--- src/sv/rwam_slot_mul.sv ---
// multi-cycle refs times slot_size multiplier, two half-width partial products
`default_nettype none

module rwam_slot_mul #(
    parameter int ADDR_BITS = 40,
    parameter int REF_BITS  = 16
) (
    input  wire logic                          aclk,
    input  wire logic                          aresetn,
    input  wire logic                          start,
    input  wire logic [REF_BITS-1:0]           refs,
    input  wire logic [ADDR_BITS-1:0]          slot,
    output logic                               done,
    output logic      [REF_BITS+ADDR_BITS-1:0] product
);

    localparam int LO = ADDR_BITS / 2;
    localparam int HI = ADDR_BITS - LO;
    localparam int PW = REF_BITS + ADDR_BITS;

    localparam logic [1:0] PH_IDLE = 2'd0;
    localparam logic [1:0] PH_LO   = 2'd1;
    localparam logic [1:0] PH_HI   = 2'd2;
    localparam logic [1:0] PH_SUM  = 2'd3;

    logic [1:0]             phase_reg, phase_next;
    logic                   done_reg, done_next;
    logic [REF_BITS-1:0]    a_reg;
    logic [ADDR_BITS-1:0]   b_reg;
    logic [REF_BITS+LO-1:0] lo_reg;
    logic [REF_BITS+HI-1:0] hi_reg;
    logic [PW-1:0]          prod_reg;

    always_comb begin
        phase_next = phase_reg;
        done_next  = 1'b0;
        case (phase_reg)
            PH_IDLE: if (start) phase_next = PH_LO;
            PH_LO:   phase_next = PH_HI;
            PH_HI:   phase_next = PH_SUM;
            PH_SUM: begin
                phase_next = PH_IDLE;
                done_next  = 1'b1;
            end
            default: phase_next = PH_IDLE;
        endcase
    end

    always_ff @(posedge aclk) begin
        if (!aresetn) begin
            phase_reg <= PH_IDLE;
            done_reg  <= 1'b0;
        end else begin
            phase_reg <= phase_next;
            done_reg  <= done_next;
        end
    end

    always_ff @(posedge aclk) begin
        if (phase_reg == PH_IDLE && start) begin
            a_reg <= refs;
            b_reg <= slot;
        end
        if (phase_reg == PH_LO) begin
            lo_reg <= (REF_BITS+LO)'(a_reg) * (REF_BITS+LO)'(b_reg[LO-1:0]);
        end
        if (phase_reg == PH_HI) begin
            hi_reg <= (REF_BITS+HI)'(a_reg) * (REF_BITS+HI)'(b_reg[ADDR_BITS-1:LO]);
        end
        if (phase_reg == PH_SUM) begin
            prod_reg <= (PW'(hi_reg) << LO) + PW'(lo_reg);
        end
    end

    assign done    = done_reg;
    assign product = prod_reg;

endmodule

`default_nettype wire

--- config.mk ---
export PLATFORM = sky130hd
export DESIGN_NAME = rwam_slot_mul
export DESIGN_NICKNAME = d
export VERILOG_FILES = /design/src/sv/rwam_slot_mul.sv
export SDC_FILE = /design/constraint.sdc
export NUM_CORES = 2
export LEC_CHECK = 0
export BUFFER_PORTS_ARGS = -buffer_cell sky130_fd_sc_hd__buf_4
export CAP_MARGIN = 20
export CORE_ASPECT_RATIO = 1.5
export CORE_UTILIZATION = 64
export CTS_BUF_LIST = sky130_fd_sc_hd__clkbuf_16
export DETAILED_ROUTE_END_ITERATION = 8
export PLACE_DENSITY = 0.79
export SYNTH_ARGS = -nofsm -noshare
export SYNTH_HDL_FRONTEND = slang
export SYNTH_SLANG_ARGS = --single-unit
--- constraint.sdc ---
create_clock -name aclk -period 16.3 [get_ports aclk]
set_clock_uncertainty 0.2 [all_clocks]
set_input_delay 0.815 -clock aclk [delete_from_list [all_inputs] [get_ports aclk]]
set_output_delay 0.815 -clock aclk [all_outputs]
set_load 0.005 [all_outputs]
==> metrics.cfg <==
[placed_design]
io_buffers=115
place_hpwl_um=48800
gp_congestion=0.912

[synthesis]
synth_top_area_frac=0.363
syn_inst=2742
synth_nets=3539
ys_types=75
synthArstFlopShare=0
syn_avg_cell_area_um2=10.1
ys_seq_area_frac=0.202
synth_edf_count=184
yosys.area.top_type=fa_1
synth_area_um2=27700
yosysWarningCount=0
synth_seq_cells=187
synth_area_leaders=fa_1, edfxtp_1, ha_1
synth_ff_type=edfxtp_1

[floorplanning]
fp.coreArea_um2=42400
fp.dieW_um=172
die_height_um=257
ios=116
rows=92
start_util=0.653
die_area_um2=44100

[worst_setup_path]
crit_type=reg -> reg
cp_max_fo=26
worst_r2r_startpoint=a_reg[10]$_DFFE_PP_
r2r-end=hi_reg[33]$_DFFE_PP_
endpoint=hi_reg[33]$_DFFE_PP_
timing.critical_path.mode_cell=fa_1
reg2regPathDepth=20
timing.reg2reg.setup_slack_ns=9.44
crit_cells=20
worstPathRequired_ns=16.34
crit_family=adder cells
cp_slowest_stage_delay_ns=0.67
worstSetupEndpointType=flop
arrival_ns=6.90
path_buf_inv=4
cp-start-kind=flop
crit_path_start=a_reg[10]$_DFFE_PP_
cp_slowest_cell=edfxtp_1
path_cells=buf_4 -> nand2_1 -> fa_1 -> inv_1 -> fa_1 -> fa_1 -> fa_1 -> fa_1 -> inv_1 -> fa_1 -> inv_1 -> ha_1 -> a21o_1 -> a21o_1 -> a21oi_1 -> a21oi_1 -> nor4_2 -> nor2_1 -> a221oi_2 -> xnor2_1

[sta]
tightest_slew_ns=1.01
hold_viol=0
finalCritPeriodShare=0.421
setup_viol=0
final_max_slew_viol_count=0
fmax_mhz=146
min_period_ns=6.86
tns_ns=0
maxSlewHeadroom=0.326
rsz0062_at_grt=no

[finish]
nNetsFinal=3580
final_cell_mix=inv_1, fa_1, nand2_1, and2_1, ha_1
largest_reg_flops=56
num_antenna_cells=0
final_common_cell=inv_1
syn_to_final_growth_pct=6.90
layout-drive-gt1-share=0.0737

[clocking]
clock_path_buffers=2
clock-sinks=187
root_buffer=clkbuf_16
cts_buffers=17
hold_buffers=0
post_cts_resized=0
cts_max_level=4
cts_tree=built
cts_setup_buffers=0
insertion_delay_ns=0.49
cts.clk_slew.worst_paths_ns=0.07

[routing]
ant_nets=0
drc=0
drt_iter0_markers=1062
vias=19300
avgRoutedWirePerCell_um=19.1
firstDrtPassIters=5
routed_wl_um=64200
vias_per_cell=5.75

[global_route]
antenna_found_initial=0
grt_pass1_wl_um=106000
grt_pass1_vias=21600
grt_max_degree=57
track_usage=0.318
overflow=0

[outcome]
status=complete, no violations

[job]
maxCapViolCount=0

[hold_path]
worstHoldPathType=reg -> reg

routing by layer:
metal	share of wire	global-route usage	wire, um	up-vias
met3	0.062	0.0495	3960	267
met1	0.36	0.373	23400	9699
met5	0	0	0	-
li1	-	-	-	8521
met4	0.061	0.192	3900	0
met2	0.51	0.545	33000	819
worst min path at each step:
stage | startpoint | end | slack (ns) | depth (start not counted)
after floorplan | lo_reg[0]$_DFFE_PN_ | product[0]$_DFFE_PP_ | 0.20 | 0
after global placement | lo_reg[0]$_DFFE_PN_ | product[0]$_DFFE_PP_ | 0.20 | 0
after detailed placement | lo_reg[12]$_DFFE_PN_ | product[12]$_DFFE_PP_ | 0.20 | 0
after CTS | lo_reg[7]$_DFFE_PN_ | product[7]$_DFFE_PP_ | 0.22 | 0
after global routing | lo_reg[16]$_DFFE_PN_ | product[16]$_DFFE_PP_ | 0.23 | 0
final | lo_reg[7]$_DFFE_PN_ | product[7]$_DFFE_PP_ | 0.22 | 0
worst reg2reg max path, cell delays in order (launching register included):
cell	delay, ns
edfxtp_1	0.67
buf_4	0.45
nand2_1	0.14
fa_1	0.57
inv_1	0.06
fa_1	0.56
fa_1	0.43
fa_1	0.47
fa_1	0.49
inv_1	0.05
fa_1	0.48
inv_1	0.04
ha_1	0.34
a21o_1	0.22
a21o_1	0.18
a21oi_1	0.18
a21oi_1	0.12
nor4_2	0.44
nor2_1	0.15
a221oi_2	0.29
xnor2_1	0.09
final cells by class:
cell class | count | area [um2]
multi-input cells | 1891 | 19600
fillers | 3206 | 12800
flip-flops and latches | 187 | 5590
clock buffers | 17 | 425
well taps | 564 | 706
inverters | 551 | 2070
clock inverters | 15 | 184
repair buffers | 135 | 1010
synthesized netlist by cell type, types with 3 or more instances:
library cell and number:
a211oi_1 7, o21bai_1 10, and2_1 296, ha_1 237, nand4_1 11, fa_1 501, nand2b_1 7, dfxtp_1 3
or2_2 3, a21o_1 37, clkbuf_1 110, o21a_1 11, o21ai_2 3, nor2b_1 5, nand2_1 398, edfxtp_1 184
o21ai_1 3, a21boi_0 3, nor2_1 42, a31oi_1 16, nor3b_1 4, inv_1 551, xor2_1 32, and3_1 10
or3_1 3, o211ai_1 7, nand3_1 26, and4_1 3, nor3_1 13, a211oi_2 3, o21ai_0 29, xnor2_1 61
a21oi_1 60
metrics by stage:
step | cells | hold WS, ns | cell area, um2 | setup WS, ns | util
after detailed placement | 3328 | 0.205 | 29000 | 9.50 | 0.683
after global placement | 3328 | 0.202 | 29000 | 9.62 | 0.683
after floorplan | 2742 | 0.200 | 27700 | 10.27 | -
after CTS | 3360 | 0.223 | 29600 | 9.48 | 0.698
final | 3360 | 0.221 | 29600 | 9.44 | 0.698
after global routing | 3360 | 0.227 | 29600 | 9.18 | 0.698
cell families (layout without fill, tap and decap cells):
logic type	Yosys count	after routing	synth area share
xor gates and xnor gates	93	93	0.0295
AOI/OAI and AO/OA	227	227	0.0593
adders and majority gates	738	738	0.470
and+or+nand+nor	832	832	0.149
DFF	187	187	0.202
muxes	1	1	0.000362
buffers and inverters	664	718	0.0902
Power is left out: the tool's default activity adds up to more than one toggle a clock period on the data nets, which glitch-free logic cannot reach.
